## src/design/ehx_pkg.sv

```systemverilog
package ehx_pkg;

  localparam int LENGTH_BITS = 16;
  localparam int HDR_BYTES   = 40;
  localparam int CODE_COUNT  = 73;
  localparam int FLAG_BITS   = 13;

  localparam logic [15:0] TPID      = 16'h8100;
  localparam logic [15:0] ET_ARP    = 16'h0806;
  localparam logic [15:0] ET_RARP   = 16'h8035;
  localparam logic [15:0] ET_IPV4   = 16'h0800;
  localparam logic [15:0] ET_IPV6   = 16'h86DD;
  localparam logic [15:0] ET_LLDP   = 16'h88CC;
  localparam logic [15:0] ET_LENMAX = 16'd1500;

  localparam logic [7:0] PROTO_ICMP    = 8'd1;
  localparam logic [7:0] PROTO_IGMP    = 8'd2;
  localparam logic [7:0] PROTO_TCP     = 8'd6;
  localparam logic [7:0] PROTO_UDP     = 8'd17;
  localparam logic [7:0] PROTO_ETHERIP = 8'd97;

  localparam logic [7:0] ICMP_ECHO_REPLY = 8'd0;
  localparam logic [7:0] ICMP_REDIRECT   = 8'd5;
  localparam logic [7:0] ICMP_ECHO_REQ   = 8'd8;

  localparam logic [3:0] MIN_HDR_WORDS = 4'd5;

  localparam int F_DIX     = 0;
  localparam int F_SNAP    = 1;
  localparam int F_8021Q   = 2;
  localparam int F_ARP     = 3;
  localparam int F_RARP    = 4;
  localparam int F_IPV4    = 5;
  localparam int F_IPV6    = 6;
  localparam int F_LLDP    = 7;
  localparam int F_ICMP    = 8;
  localparam int F_IGMP    = 9;
  localparam int F_TCP     = 10;
  localparam int F_UDP     = 11;
  localparam int F_ETHERIP = 12;

  typedef enum logic [6:0] {
    C_ETH_DST, C_ETH_SRC, C_ETH_TYPE, C_VL_TPID, C_VL_TCI, C_VL_PRIO, C_VL_CFI,
    C_VL_VID, C_SN_LLC, C_SN_OUI, C_SN_TYPE,
    C_ARP_HRD, C_ARP_PRO, C_ARP_HLN, C_ARP_PLN, C_ARP_OP, C_ARP_SHA,
    C_ARP_SPA, C_ARP_THA, C_ARP_TPA,
    C_V4_VER, C_V4_IHL, C_V4_TOS, C_V4_LEN, C_V4_ID, C_V4_FRAG, C_V4_TTL,
    C_V4_PROTO, C_V4_CSUM, C_V4_SA, C_V4_DA,
    C_V6_VER, C_V6_TC, C_V6_FLOW, C_V6_PLEN, C_V6_NH, C_V6_HOP, C_V6_SAH,
    C_V6_SAL, C_V6_DAH, C_V6_DAL,
    C_IC_TYPE, C_IC_CODE, C_IC_CSUM, C_IC_ID, C_IC_SEQ, C_IC_GW,
    C_UD_SRC, C_UD_DST, C_UD_LEN, C_UD_CSUM,
    C_TC_SRC, C_TC_DST, C_TC_SEQ, C_TC_ACK, C_TC_OFF, C_TC_FLAGS, C_TC_WIN,
    C_TC_CSUM, C_TC_URG,
    C_IG_TYPE, C_IG_CODE, C_IG_CSUM, C_IG_GROUP,
    C_EI_VER, C_EI_OFF,
    C_L2_OFF, C_L2_LEN, C_L3_OFF, C_L3_LEN, C_L4_OFF, C_L4_LEN,
    C_FORMAT
  } field_code_t;

  typedef enum logic [4:0] {
    ST_ETH, ST_VLAN1, ST_VLANN, ST_SNAP, ST_ARP, ST_RARP, ST_IP4, ST_IP4OPT,
    ST_IP6, ST_LLDP, ST_ICMP, ST_UDP, ST_TCP, ST_TCPOPT, ST_IGMP, ST_ETHERIP,
    ST_DONE
  } parse_stage_t;

  typedef enum logic [2:0] {
    CS_RUN, CS_COMMIT, CS_FIN, CS_SCAN, CS_SHOW
  } ctrl_state_t;

  typedef struct packed {
    logic        accept;
    logic        commit_step;
    logic        finish;
    logic        fin_step;
    logic        load;
    logic        clear;
    field_code_t code;
  } ehx_cmd_t;

  typedef struct packed {
    logic         complete;
    parse_stage_t stage;
    logic         code_valid;
  } ehx_status_t;

  function automatic field_code_t commit_first(input parse_stage_t s);
    unique case (s)
      ST_ETH:               return C_ETH_DST;
      ST_VLAN1, ST_VLANN:   return C_ETH_TYPE;
      ST_SNAP:              return C_SN_LLC;
      ST_ARP, ST_RARP:      return C_ARP_HRD;
      ST_IP4, ST_IP4OPT:    return C_V4_VER;
      ST_IP6:               return C_V6_VER;
      ST_ICMP:              return C_IC_TYPE;
      ST_UDP:               return C_UD_SRC;
      ST_TCP, ST_TCPOPT:    return C_TC_SRC;
      ST_IGMP:              return C_IG_TYPE;
      ST_ETHERIP:           return C_EI_VER;
      default:              return C_FORMAT;
    endcase
  endfunction

  function automatic field_code_t commit_last(input parse_stage_t s);
    unique case (s)
      ST_ETH:               return C_ETH_TYPE;
      ST_VLAN1:             return C_VL_VID;
      ST_VLANN:             return C_ETH_TYPE;
      ST_SNAP:              return C_SN_TYPE;
      ST_ARP, ST_RARP:      return C_ARP_TPA;
      ST_IP4, ST_IP4OPT:    return C_V4_DA;
      ST_IP6:               return C_V6_DAL;
      ST_ICMP:              return C_IC_GW;
      ST_UDP:               return C_UD_CSUM;
      ST_TCP, ST_TCPOPT:    return C_TC_URG;
      ST_IGMP:              return C_IG_GROUP;
      ST_ETHERIP:           return C_EI_OFF;
      default:              return C_FORMAT;
    endcase
  endfunction

endpackage

```

## src/design/ehx_ctrl.sv

```systemverilog
module ehx_ctrl import ehx_pkg::*; (
  input  logic        clk,
  input  logic        rst,
  input  logic        in_valid,
  input  logic        in_eop,
  output logic        in_ready,
  output logic        out_valid,
  input  logic        out_ready,
  input  ehx_status_t status,
  output ehx_cmd_t    cmd
);

  ctrl_state_t state, state_next;
  field_code_t code;
  logic        eop_pend;
  logic        at_last;
  logic        hit;

  assign at_last = (code == commit_last(status.stage));
  assign hit     = (code == C_FORMAT) || status.code_valid;

  always_comb begin
    state_next = state;
    unique case (state)
      CS_RUN: begin
        if (in_valid) begin
          if (status.complete) state_next = CS_COMMIT;
          else if (in_eop) state_next = CS_FIN;
        end
      end
      CS_COMMIT: begin
        if (at_last) state_next = eop_pend ? CS_FIN : CS_RUN;
      end
      CS_FIN: begin
        if (code == C_L4_LEN) state_next = CS_SCAN;
      end
      CS_SCAN: begin
        if (hit) state_next = CS_SHOW;
      end
      CS_SHOW: begin
        if (out_ready) state_next = (code == C_FORMAT) ? CS_RUN : CS_SCAN;
      end
      default: state_next = CS_RUN;
    endcase
  end

  always_comb begin
    in_ready        = (state == CS_RUN);
    out_valid       = (state == CS_SHOW);
    cmd.accept      = (state == CS_RUN) && in_valid;
    cmd.commit_step = (state == CS_COMMIT);
    cmd.finish      = (state == CS_COMMIT) && at_last;
    cmd.fin_step    = (state == CS_FIN);
    cmd.load        = (state == CS_SCAN) && hit;
    cmd.clear       = (state == CS_SHOW) && out_ready && (code == C_FORMAT);
    cmd.code        = code;
  end

  always_ff @(posedge clk) begin
    if (rst) begin
      state    <= CS_RUN;
      code     <= C_ETH_DST;
      eop_pend <= 1'b0;
    end else begin
      state <= state_next;
      unique case (state)
        CS_RUN: begin
          if (in_valid) begin
            eop_pend <= in_eop;
            if (status.complete) code <= commit_first(status.stage);
            else if (in_eop) code <= C_EI_OFF;
          end
        end
        CS_COMMIT: begin
          if (at_last) code <= C_EI_OFF;
          else code <= field_code_t'(code + 7'd1);
        end
        CS_FIN: begin
          if (code == C_L4_LEN) code <= C_ETH_DST;
          else code <= field_code_t'(code + 7'd1);
        end
        CS_SCAN: begin
          if (!hit) code <= field_code_t'(code + 7'd1);
        end
        CS_SHOW: begin
          if (out_ready) begin
            if (code == C_FORMAT) code <= C_ETH_DST;
            else code <= field_code_t'(code + 7'd1);
          end
        end
        default: code <= C_ETH_DST;
      endcase
    end
  end

endmodule

```

## config.mk

```make
export PLATFORM = sky130hd
export DESIGN_NAME = ehx_ctrl
export DESIGN_NICKNAME = d
export VERILOG_FILES = /design/src/design/ehx_pkg.sv /design/src/design/ehx_ctrl.sv
export SDC_FILE = /design/constraint.sdc
export NUM_CORES = 1
export LEC_CHECK = 0
export CORE_ASPECT_RATIO = 2
export CORE_MARGIN = 2
export CORE_UTILIZATION = 40
export CTS_CLUSTER_DIAMETER = 60
export CTS_CLUSTER_SIZE = 10
export DETAILED_ROUTE_END_ITERATION = 6
export DONT_BUFFER_PORTS = 1
export PLACE_DENSITY = 0.57
export SETUP_SLACK_MARGIN = 0.3
export SYNTH_ARGS = -nofsm -noshare
export SYNTH_HDL_FRONTEND = slang
export SYNTH_SLANG_ARGS = --single-unit
```

## constraint.sdc

```tcl
create_clock -name clk -period 2.9 [get_ports clk]
set_clock_uncertainty 0.2 [all_clocks]
set_input_delay 0.145 -clock clk [delete_from_list [all_inputs] [get_ports clk]]
set_output_delay 0.145 -clock clk [all_outputs]
set_load 0.01 [all_outputs]
```

==> impl_summary.md, run 1 <==
Run status
The run finished with clean final reports.

STA
The number of max-slew violations in the final report was 0. The actual slew at the worst max-slew pin is around 0.63 ns. The worst relative slew slack is 0.577. Setup repair after global routing left no endpoint under its margin. Counting I/O delays and the setup requirement, the final critical path takes around 2.5 ns.

Dividing the final minimum period by the clock period gives 0.846. Setup violations remaining at the end of the flow were counted as 0. The highest achievable clock rate is ~400 MHz. In the final timing run, aggregate negative setup slack is 0 ns. The number of hold-slack violations in the final timing report came to 0.

Setup path
Data on the critical path arrives at its endpoint at 2.43 ns. The worst register-to-register path has a depth of 8. The source of the critical timing path is code[0]. The top fanout value on the critical path is 13. Data on the critical path is required at its endpoint by 2.87 ns. In this run the critical register-to-register path is launched from code[0]. The slack of the worst reg-to-reg path is ~0.45 ns.

The kind of capture point of the worst setup path is a flop. The setup path with the least slack is of type reg2reg. STA classifies the critical path startpoint as a flop. The worst register-to-register path ends at code[1].

Cells and area
In the layout the commonest cells are 16 x sky130_fd_sc_hd__nor2_1, 13 x sky130_fd_sc_hd__inv_1, 13 x sky130_fd_sc_hd__a21oi_1, 11 x sky130_fd_sc_hd__dfxtp_1, 10 x sky130_fd_sc_hd__o21ai_0. The number of antenna diodes in the final layout is 0. Relative to the synthesized area, the layout overhead comes to 6.79%.

The cell area after layout is 1440 um2. The share of post-route cells with drive strength above 1 is 0.120. The post-layout utilization of the core is 0.450. The leading cell type in the layout, fill and taps excluded is sky130_fd_sc_hd__nor2_1. At the end of the flow, the number of nets in the layout was 205. The count of non-filler cells in the finished layout is roughly 220.

Global routing
The pin count of the biggest net entering global routing is 20. The number of antenna violations at the first check in global routing is 0. The via count of the first global-routing pass is ~1.3k.

The global-route wire length before repair is around 6100 um. For this run the aggregate overflow at the end of global routing stands at 0. In the global route stage, overall resource usage came out at 0.216.

Clock network
The maximum buffer depth of the clock tree is 2. Buffers inserted during clock tree synthesis total 3. The tree built by TritonCTS fans out to 11 sinks.

The TritonCTS clock tree is done. In this run the number of H-tree levels came out at 1. The clock-pin slew on the worst setup and hold paths is approximately 0.06 ns.

At the later pin of the worst-skew pair, clock insertion delay measures approximately 0.25 ns. In this run the post-CTS setup repair buffer count came out at 0. The clock tree root driver cell is sky130_fd_sc_hd__clkbuf_8.

Floorplan
The vertical die dimension is 86.0 um. The initialized floorplan defines 29 standard-cell rows. The full die area is about 3900 um2. The number of placed I/O pins is 27. The width of the chip is 45.0 um. The initial utilization of the core area, before any placement, comes to 0.421. The floorplan step defined a core boundary enclosing 3190 um2.

Routing
The total iterations of the first detailed-routing run is 4. The total number of vias is ~1.3k. The average detailed-routed wire length per instance is between 15 and 20 um. The total routed wirelength is roughly 4000 um. For this run, design rule violations remaining after detail routing come to 0.

The number of vias per cell after detailed routing is between 6 and 7. The detail route stage leaves a number of antenna-violating nets equal to 0. The detailed router finished its first iteration with 38 violations.

Yosys
The mean area per synthesized cell is around 7.3 um2. The flip-flop cell with the highest count after synthesis is sky130_fd_sc_hd__dfxtp_1. The cell area that synthesis handed to floorplanning was about 1300 um2. Counting flops and latches in the post-synthesis netlist gives 11. In the synthesized netlist, the number of instances is between 150 and 200. The number of synthesized flops with an enable pin is 0. During synthesis, Yosys emitted a total of 0 warnings.

The share of flip-flops with an asynchronous set or reset is 0. The sequential fraction of the synthesis area is 0.164. The count of different cell masters after synthesis is just under 50.

Synthesis produced a netlist with a net count of 203.

Hold path
Along the worst hold path, the cell count comes to 3. In this run the worst hold path is classified as in2reg. The path with the worst hold slack has its endpoint at code[5]. The start point of the worst min-delay path is rst.

Placed design
Detailed placement finished with a half-perimeter wire length of between 3000 and 4000 um. Routability-driven placement finished with a final weighted congestion of 0.833. In this run, placement finished with an instance count of a little over 200. After detailed placement, the total cell area comes to 1340 um2. The number of input and output port buffers inserted is 0.

Job
Max-cap violations in this run came to 0.

Power and ir drop
Across the VDD grid, the largest voltage drop is 203 uV. In this run the static leakage power is about 0.57 nW. The total design power is between 0.0008 and 0.0009 W. Power spread over the standard cell area amounts to 610 nW/um2.
-- critical path, cell delays in order, from the launching register on --
cell and delay (ns):
sky130_fd_sc_hd__dfxtp_1 0.53, sky130_fd_sc_hd__inv_1 0.17, sky130_fd_sc_hd__ha_1 0.23, sky130_fd_sc_hd__and4b_1 0.23, sky130_fd_sc_hd__o211ai_2 0.22, sky130_fd_sc_hd__o21ai_2 0.24, sky130_fd_sc_hd__nor4_1 0.36, sky130_fd_sc_hd__a31oi_1 0.09
sky130_fd_sc_hd__o21ai_1 0.11
-- how the worst max path moves through the flow --
stage,slack (ns),endpoint,depth (start not counted)
2_1_floorplan,0.83,code[1],9
3_3_place_gp,0.36,code[6],8
3_5_place_dp,0.27,code[0],8
4_1_cts,0.48,code[6],8
5_1_grt,0.32,code[1],8
6_report,0.45,code[1],8
-- cells in the mapped netlist (3+ instances only) --
library cell | instances | area share
sky130_fd_sc_hd__nor2b_1 | 7 | 0.033
sky130_fd_sc_hd__o21ai_0 | 10 | 0.037
sky130_fd_sc_hd__dfxtp_1 | 11 | 0.16
sky130_fd_sc_hd__nor3_1 | 3 | 0.011
sky130_fd_sc_hd__nand2_1 | 9 | 0.025
sky130_fd_sc_hd__nor2_1 | 16 | 0.045
sky130_fd_sc_hd__xor2_1 | 5 | 0.033
sky130_fd_sc_hd__nor4_1 | 3 | 0.014
sky130_fd_sc_hd__inv_1 | 13 | 0.036
sky130_fd_sc_hd__xnor2_1 | 3 | 0.020
sky130_fd_sc_hd__nand3_1 | 7 | 0.026
sky130_fd_sc_hd__nor3b_1 | 3 | 0.017
sky130_fd_sc_hd__ha_1 | 8 | 0.074
sky130_fd_sc_hd__buf_4 | 4 | 0.022
sky130_fd_sc_hd__clkbuf_1 | 4 | 0.011
sky130_fd_sc_hd__and2_1 | 3 | 0.014
sky130_fd_sc_hd__a21oi_1 | 13 | 0.048
sky130_fd_sc_hd__a31oi_1 | 8 | 0.037
sky130_fd_sc_hd__nand2b_1 | 6 | 0.028
sky130_fd_sc_hd__o21a_1 | 4 | 0.022
sky130_fd_sc_hd__o21ai_1 | 8 | 0.030
-- report_power, final --
group / leakage, nW / internal [W] / total [W] / switching (W)
Clock: 0.0228 / 0.0000968 / 0.000161 / 0.0000637
Sequential: 0.0901 / 0.000184 / 0.000261 / 0.0000766
Combinational: 0.457 / 0.000176 / 0.000454 / 0.000278
Total: 0.570 / 0.000458 / 0.000876 / 0.000418
-- kinds of logic (layout without fill, tap and decap cells) --
logic type      after synthesis  in the layout  share of synthesized area
simple gates                 71             71                      0.319
compound gates               57             57                      0.274
buf+inv                      25             26                     0.0930
flops                        11             11                      0.164
fa+ha+maj                     8              8                     0.0744
xor+xnor                      8              8                     0.0521
mux                           3              3                     0.0233
-- state kept, by name, indices dropped and copies added, names as in the netlist --
signal    cells
state         3
eop_pend      1
code          7
-- cell type report --
type	count	area (um2)
Tap cell	31	38.8
Clock buffer	4	45.0
Sequential cell	11	220
Inverter	14	52.6
Timing Repair Buffer	8	70.1
Multi-Input combinational cell	147	1010
Fill cell	347	1760
-- stage by stage --
stage	setup slack, ns	hold slack [ns]
5_1_grt	0.321	0.0529
3_5_place_dp	0.273	0.0170
2_1_floorplan	0.834	0.0112
4_1_cts	0.481	0.0224
6_report	0.447	0.0440
3_3_place_gp	0.364	0.0130
-- routing by layer --
metal  track usage  routed length, um  up-vias
met5             0                  0        -
met4        0.0963                108        0
met3        0.0274                186        8
met2         0.438               2370       55
met1         0.188               1340      614
li1              -                  -      656
-- what timing repair did --
action / CTS / global route
resized for setup: 1 / 1
hold buffers: 4 / 0
endpoints found under the setup margin: 3 / 1
endpoints found under the hold margin: 6 / 0
cloned: 0 / 0
Note: power is estimated with default switching activity, not from simulation.
==> run 2, diff against run 1 <==
--- a/config.mk
+++ b/config.mk
@@ -12,7 +12,7 @@
 export CTS_CLUSTER_SIZE = 10
 export DETAILED_ROUTE_END_ITERATION = 6
 export DONT_BUFFER_PORTS = 1
-export PLACE_DENSITY = 0.57
+export PLACE_DENSITY = 0.59
 export SETUP_SLACK_MARGIN = 0.3
 export SYNTH_ARGS = -nofsm -noshare
 export SYNTH_HDL_FRONTEND = slang
==> constraint.sdc (replaced) <==
create_clock -name clk -period 2.05 [get_ports clk]
set_clock_uncertainty 0.2 [all_clocks]
set_input_delay 0.1025 -clock clk [delete_from_list [all_inputs] [get_ports clk]]
set_output_delay 0.1025 -clock clk [all_outputs]
set_load 0.01 [all_outputs]
==> run 2 against run 1 <==
Power is 70% higher. Largest cell class unchanged. Cell count is 9.3% higher. Hold slack worse by 0.033 ns. First-iteration DRC count is 76% higher. Setup slack worse by 0.35 ns. Critical endpoint is now code[6]. Design area is 22% higher. Clock power is 39% higher. Via count is 11% higher. Clock-buffer cell count stayed put.
==> impl_summary.md, run 2 (synthesis results as in run 1) <==
STA
The setup TNS is 0 ns (unchanged). The ratio of final minimum period to clock period was 0.954 (+0.108). The highest achievable clock rate came to 511 MHz (+25%). The worst hold-check slack came to 0.0108 ns (-0.0332 ns). The number of max-slew violations in the final report is 0 (unchanged). The number of failing setup endpoints in the final timing report is 0 (unchanged). Setup repair after global routing could not meet its margin everywhere. The number of hold-slack violations in the final timing report is 0 (unchanged).

The actual slew at the worst max-slew pin was 0.713 ns (+0.0790 ns). The worst relative slew slack is 0.520 (-0.0577). The clock period minus worst slack came to 1.96 ns (-0.497 ns).

Floorplan
The area of the core was 3190 um2 (unchanged). The full die area is 3870 um2 (unchanged). The number of placed I/O pins came to 27 (unchanged). The width of the chip was 45.0 um (unchanged).

The initial cell density of the core came to 0.421 (unchanged). The number of rows in the core area was 29 (unchanged). The vertical die dimension was 86.0 um (unchanged).

Hold path
The min-delay analysis places its worst path in the category in2reg. The hold path depth is 4 (+1). In this run the most critical hold path is launched from status[6]. The path with the worst hold slack has its endpoint at code[2].

Cells and area
The final net count was 225 (+9.8%). The number of diodes added for antenna fixing is 0 (unchanged). The flip-flop count of the largest register, all copies and words added is 7 (unchanged). The area growth from synthesis to layout is 29.8%. The library cells used most frequently in the layout, excluding fill and tap cells, are 22 x sky130_fd_sc_hd__buf_4, 13 x sky130_fd_sc_hd__nor2_1, 11 x sky130_fd_sc_hd__inv_1, 10 x sky130_fd_sc_hd__a21oi_1. In the final layout, the registers with the most flip-flops are code: 7 flops, state: 3 flops, eop_pend: 1 flops. code holds more flip-flops than any other register. The leading cell type in the layout, fill and taps excluded is sky130_fd_sc_hd__buf_4. The share of post-route cells with drive strength above 1 came to 0.353 (+0.233).

The number of inserted filler cells in the final layout is 311 (-10%).

Placed design
The final weighted congestion in routability-driven placement is 0.835 (+0.22%). The number of input and output port buffers inserted is 0 (unchanged). The detailed placement HPWL is 3210 um (+0.68%).

Routing
The sum of routed wire segments on met1 is 1350 um (+0.30%). The sum of met2 wire segment lengths after detailed routing is 2470 um (+4.2%). The wire length on met3 is 200 um (+7.5%).

The total number of vias was 1479 (+11%). The total iterations of the first detailed-routing run came to 4 (unchanged). The number of DRC violations after detailed-routing iteration 0 is 67 (+76%). The top metal layer carrying routed signals is met4.

The total routed wirelength came to 4240 um (+6.0%). The average detailed-routed wire length per instance is 18.0 um (-3.0%). The number of vias per cell after detailed routing is 6.29 (+1.5%). The remaining routing DRC violations is 0 (unchanged). The remaining antenna violation count after routing is 0 (unchanged).

Power and ir drop
The power per cell area was 852 nW/um2 (+40%). The maximum ir drop on the vdd rail is 365 uV (+80%). The leakage power total was 0.697 nW (+22%).

Setup path
The slack of the worst reg-to-reg path is 0.09 ns (-0.35 ns). The critical path launch point type is a flop. The worst setup path is captured at a flop. By startpoint and endpoint, the worst setup path is classified as reg2reg.

The top fanout value on the critical path was 6 (-7). The data arrival time at the worst-slack endpoint was 1.91 ns (-0.52 ns). The capture point of the worst reg-to-reg path is code[6]. The required time reported for the critical path endpoint is 2.00 ns (-0.87 ns). The startpoint of the most critical register-to-register path is code[1].

The number of cell instances on the worst register-to-register path is 7 (-1).

Global routing
The overall global routing resource usage is 0.232 (+0.0159). The global-route wire length before repair is 6730 um (+9.5%). The number of antenna violations at the first check in global routing is 0 (unchanged). The pin count of the biggest net entering global routing was 20 (unchanged). The residual overflow from global routing is 0 (unchanged). The via count of the first global-routing pass was 1445 (+9.9%).

Clock network
The clock-pin slew on the worst setup and hold paths came to 0.06 ns (about the same). The total clock sinks is 11 (unchanged). The later-pin clock latency in the skew report is 0.24 ns (about the same).

The number of buffers created by CTS is 3 (unchanged). TritonCTS built the clock tree. The maximum buffer depth of the clock tree is 2 (unchanged). The number of levels in the clock H-tree was 1 (unchanged). The cell sitting at the root of the clock tree is a sky130_fd_sc_hd__clkbuf_8.

Run status
The run finished with clean final reports.

Job
The max-capacitance violation count was 0 (unchanged).
==> run 2: cell type report <==
class / instances / area (um2) / area share
multi-input combinational: 148 / 1150 / 0.660
sequential: 11 / 239 / 0.137
timing repair buffer: 27 / 218 / 0.125
inverter: 14 / 52.6 / 0.0301
clock buffer: 4 / 45.0 / 0.0258
tap: 31 / 38.8 / 0.0222
==> run 2: worst max path at each step <==
stage	from	endpoint	slack [ns]	cells past startpoint
after CTS	code[1]	cmd[10]	0.11	6
after global placement	status[2]	code[3]	0.05	8
final	code[1]	code[6]	0.09	7
after floorplan	status[1]	code[0]	0.18	8
after detailed placement	status[2]	code[0]	0.04	8
after global routing	code[1]	code[6]	0.004	7
==> run 2: stage by stage <==
step / setup WS (ns) / util / instances / power [W] / area, um2
2_1_floorplan: 0.179 / - / 183 / 0.000923 / 1430
3_3_place_gp: 0.0489 / 0.473 / 220 / 0.00111 / 1510
3_5_place_dp: 0.0361 / 0.473 / 220 / 0.00112 / 1510
4_1_cts: 0.114 / 0.533 / 234 / 0.00144 / 1700
5_1_grt: 0.00370 / 0.547 / 235 / 0.00159 / 1750
6_report: 0.0944 / 0.547 / 235 / 0.00149 / 1750
==> run 2: metal layers <==
metal	up-vias	track usage
met1	703	0.207
met4	0	0.120
met2	58	0.452
li1	696	-
met3	22	0.0358
met5	-	0
==> run 2: worst max-delay path, cell delays in order, from the launching register on <==
cell and delay, ns:
sky130_fd_sc_hd__dfxtp_4 0.39, sky130_fd_sc_hd__inv_2 0.04, sky130_fd_sc_hd__ha_2 0.16, sky130_fd_sc_hd__and4b_2 0.26, sky130_fd_sc_hd__o211ai_4 0.23, sky130_fd_sc_hd__o21ai_4 0.15
sky130_fd_sc_hd__buf_4 0.20, sky130_fd_sc_hd__a221oi_2 0.25
==> run 2: power breakdown <==
part | switching [W] | internal [W] | total (W)
clock | 0.0000858 | 0.000137 | 0.000223
combinational | 0.000509 | 0.000394 | 0.000904
sequential | 0.0000867 | 0.000274 | 0.000361
total | 0.000682 | 0.000806 | 0.00149
==> run 2: repair_timing <==
item	CTS	global route
endpoints found under the setup margin	11	13
hold buffers	3	0
pin swaps	8	8
gates resized for setup	17	7
setup buffers	6	1
cloned	1	0
hold endpoints to repair	10	0
==> run 3, diff against run 2 <==
--- a/config.mk
+++ b/config.mk
@@ -6,7 +6,6 @@
 export NUM_CORES = 1
 export LEC_CHECK = 0
 export CORE_ASPECT_RATIO = 2
-export CORE_MARGIN = 2
 export CORE_UTILIZATION = 40
 export CTS_CLUSTER_DIAMETER = 60
 export CTS_CLUSTER_SIZE = 10
==> run 3 against run 2 <==
The flow now finishes with violations (negative hold slack). Power up 2.2%. Critical path depth up 1. Combinational power up 3.8%. Clock power about the same. Hold slack worse by 0.034 ns. Via count down 2.4%. Critical endpoint unchanged.
==> impl_summary.md, run 3 (synthesis results as in run 1) <==
STA
The number of hold-slack violations in the final timing report was 1 (+1). The clock period minus worst slack is 1.92 ns (-0.0313 ns). The worst hold-check slack was -0.0232 ns (-0.0340 ns). The ratio of final minimum period to clock period was 0.939 (-0.0153). The number of failing setup endpoints in the final timing report is 0 (unchanged). The worst relative slew slack is 0.689 (+0.169). The highest achievable clock rate is 520 MHz (+1.6%). The actual slew at the worst max-slew pin is 0.464 ns (-0.250 ns).

The setup TNS is 0 ns (unchanged). Setup repair after global routing could not meet its margin everywhere. The number of max-slew violations in the final report is 0 (unchanged).

Floorplan
The initial cell density of the core is 0.421 (unchanged). The full die area was 3610 um2 (-6.7%). The width of the chip came to 43.0 um (-4.4%). The area of the core is 3190 um2 (unchanged). The vertical die dimension is 84.0 um (-2.3%). The number of placed I/O pins came to 27 (unchanged). The number of rows in the core area is 29 (unchanged).

Routing
The number of vias per cell after detailed routing was 6.09 (-3.3%). The number of DRC violations after detailed-routing iteration 0 was 48 (-28%). The total number of vias is 1443 (-2.4%).

The remaining routing DRC violations is 0 (unchanged). The remaining antenna violation count after routing is 0 (unchanged). The average detailed-routed wire length per instance is 18.2 um (+1.0%). The total iterations of the first detailed-routing run is 5 (+1). The total routed wirelength is 4320 um (+1.9%).

Setup path
The library cell contributing the largest single delay on the critical path is sky130_fd_sc_hd__dfxtp_4. The critical path is of the reg2reg type. The worst stage delay on the critical path was 0.37 ns (-0.02 ns). The startpoint of the most critical register-to-register path is code[1]. The kind of capture point of the worst setup path is a flop. The required time reported for the critical path endpoint is 1.96 ns (-0.04 ns).

The capture point of the worst reg-to-reg path is code[6]. The slack of the worst reg-to-reg path is 0.13 ns (+0.03 ns). The number of cell instances on the worst register-to-register path is 8 (+1). The signal on the critical path passes through inv_2 > ha_4 > and4b_2 > o211ai_4 > o21ai_4 > a21oi_2 > o21a_1 > a221oi_2. The top fanout value on the critical path was 6 (unchanged).

The data arrival time at the worst-slack endpoint is 1.84 ns (-0.07 ns). The sum of buffers and inverters on the critical path came to 1 (-1). The critical path launch point type is a flop.

Among cell families on the critical path, the largest total delay comes from compound AO/OA/AOI/OAI gates.

Clock network
The later-pin clock latency in the skew report is 0.24 ns (about the same). The total clock sinks came to 11 (unchanged). The clock tree root driver cell is sky130_fd_sc_hd__clkbuf_8. The number of levels in the clock H-tree is 1 (unchanged). The maximum buffer depth of the clock tree came to 2 (unchanged). The TritonCTS clock tree is done. The clock-pin slew on the worst setup and hold paths is 0.05 ns (about the same). The number of buffers created by CTS is 3 (unchanged).

Cells and area
The flip-flop count of the largest register, all copies and words added is 7 (unchanged). The leading cell type in the layout, fill and taps excluded is sky130_fd_sc_hd__buf_4. The number of diodes added for antenna fixing came to 0 (unchanged). The number of inserted filler cells in the final layout came to 296 (-4.8%). The post-layout utilization of the core is 0.560 (+0.0129). The final net count is 227 (+0.89%). The cell area after layout is 1790 um2 (+2.4%). The area growth from synthesis to layout is 32.8%. In the layout the commonest cells are 24 x sky130_fd_sc_hd__buf_4, 13 x sky130_fd_sc_hd__nor2_1, 11 x sky130_fd_sc_hd__inv_1, 9 x sky130_fd_sc_hd__a21oi_1. The sequential cell area was 239 um2 (unchanged). The count of non-filler cells in the finished layout is 237 (+0.85%).

Counting flops per register, the top entry is code. The multi-input gate area in the final layout is 1180 um2 (+2.4%). The largest registers in the layout are code: 7 flops, state: 3 flops, eop_pend: 1 flops. The share of post-route cells with drive strength above 1 is 0.359 (+0.00628).

Power and ir drop
The fraction of power spent switching nets is 0.453 (-0.00558). The share of power burned in combinational logic is 0.617 (+0.009). The maximum ir drop on the vdd rail was 396 uV (+8.5%). The internal cell power is 0.000832 W (+3.3%).

The power share of the clock group is 0.147 (-0.003). The leakage power total came to 0.707 nW (+1.5%). The sequential group share of total power is 0.235 (-0.008). The power per cell area came to 851 nW/um2 (-0.16%). The net load switching power is 0.000688 W (+0.95%). The total design power is 0.00152 W (+2.2%).

Placed design
The total instance count after detailed placement is 223 (+1.4%). The detailed placement HPWL is 3320 um (+3.5%). The area of placed instances is 1530 um2 (+1.5%). The final weighted congestion in routability-driven placement is 0.839 (+0.52%). The number of input and output port buffers inserted is 0 (unchanged).

Run status
The run finished, with violations left. The checks that failed: negative hold slack.

Global routing
The residual overflow from global routing was 0 (unchanged). The pin count of the biggest net entering global routing is 20 (unchanged). The number of antenna violations at the first check in global routing is 0 (unchanged). The overall global routing resource usage is 0.260 (+0.0280). The via count of the first global-routing pass was 1516 (+4.9%). The global-route wire length before repair came to 7180 um (+6.8%).

Hold path
The hold path depth was 3 (-1). The path category of the worst min-delay check is in2reg. The path with the worst hold slack has its endpoint at eop_pend. The start point of the worst min-delay path is in_valid.

Job
The max-capacitance violation count came to 0 (unchanged).
[run 3: cell types whose count changed in the layout (fill, tap and decap cells not counted), moves of 2 or more]
cell,before,now
sky130_fd_sc_hd__buf_4,22,24
sky130_fd_sc_hd__nor2_4,1,3
sky130_fd_sc_hd__o21ai_2,4,2
sky130_fd_sc_hd__a21oi_2,4,6
sky130_fd_sc_hd__nor2_2,2,0
[run 3: per-stage QoR]
step | setup slack (ns) | hold WS [ns]
floorplan | 0.179 | -0.0405
global placement | 0.0462 | -0.0394
detailed placement | -0.0295 | -0.0356
CTS | 0.126 | 0.0105
global route | 0.0132 | 0.00291
finish | 0.126 | -0.0232
[run 3: area by class of cell]
cell class,count,share of cell area
Multi-Input combinational cell,148,0.660
Timing Repair Buffer,29,0.130
Inverter,14,0.0294
Sequential cell,11,0.134
Clock buffer,4,0.0252
Tap cell,31,0.0217
[run 3: power by group through the flow]
stage          registers (W)  logic (W)  clock network [W]
5_1_grt             0.000365    0.00103           0.000242
2_1_floorplan       0.000347   0.000576                  0
3_5_place_dp        0.000351   0.000788                  0
4_1_cts             0.000356   0.000894           0.000227
6_report            0.000358   0.000938           0.000224
3_3_place_gp        0.000349   0.000772                  0
[run 3: what timing repair did]
item                                    CTS  global route
resized for setup                        17            12
buffers inserted                          3             2
endpoints found under the setup margin   11            13
endpoints found under the hold margin     8             0
hold buffers                              4             0
gates cloned                              1             0
pin swaps                                 5             3
[run 3: metal layers]
layer / track usage / vias up / part of all wire
li1: - / 709 / -
met2: 0.489 / 53 / 0.58
met1: 0.243 / 667 / 0.33
met3: 0.0368 / 14 / 0.042
met4: 0.165 / 0 / 0.044
met5: 0 / - / 0
[run 3: worst register-to-register path, stage by stage (launching register included)]
cell and delay [ns]:
sky130_fd_sc_hd__dfxtp_4 0.37, sky130_fd_sc_hd__inv_2 0.05, sky130_fd_sc_hd__ha_4 0.14, sky130_fd_sc_hd__and4b_2 0.25, sky130_fd_sc_hd__o211ai_4 0.24, sky130_fd_sc_hd__o21ai_4 0.16, sky130_fd_sc_hd__a21oi_2 0.14, sky130_fd_sc_hd__o21a_1 0.18
sky130_fd_sc_hd__a221oi_2 0.07
[run 3: worst max path at each step]
stage | from | to | slack, ns | depth (start not counted)
2_1_floorplan | status[1] | code[0] | 0.18 | 8
3_3_place_gp | status[2] | code[1] | 0.05 | 9
3_5_place_dp | status[2] | code[6] | -0.03 | 9
4_1_cts | code[1] | cmd[10] | 0.13 | 6
5_1_grt | code[1] | code[3] | 0.01 | 8
6_report | code[1] | code[6] | 0.13 | 8
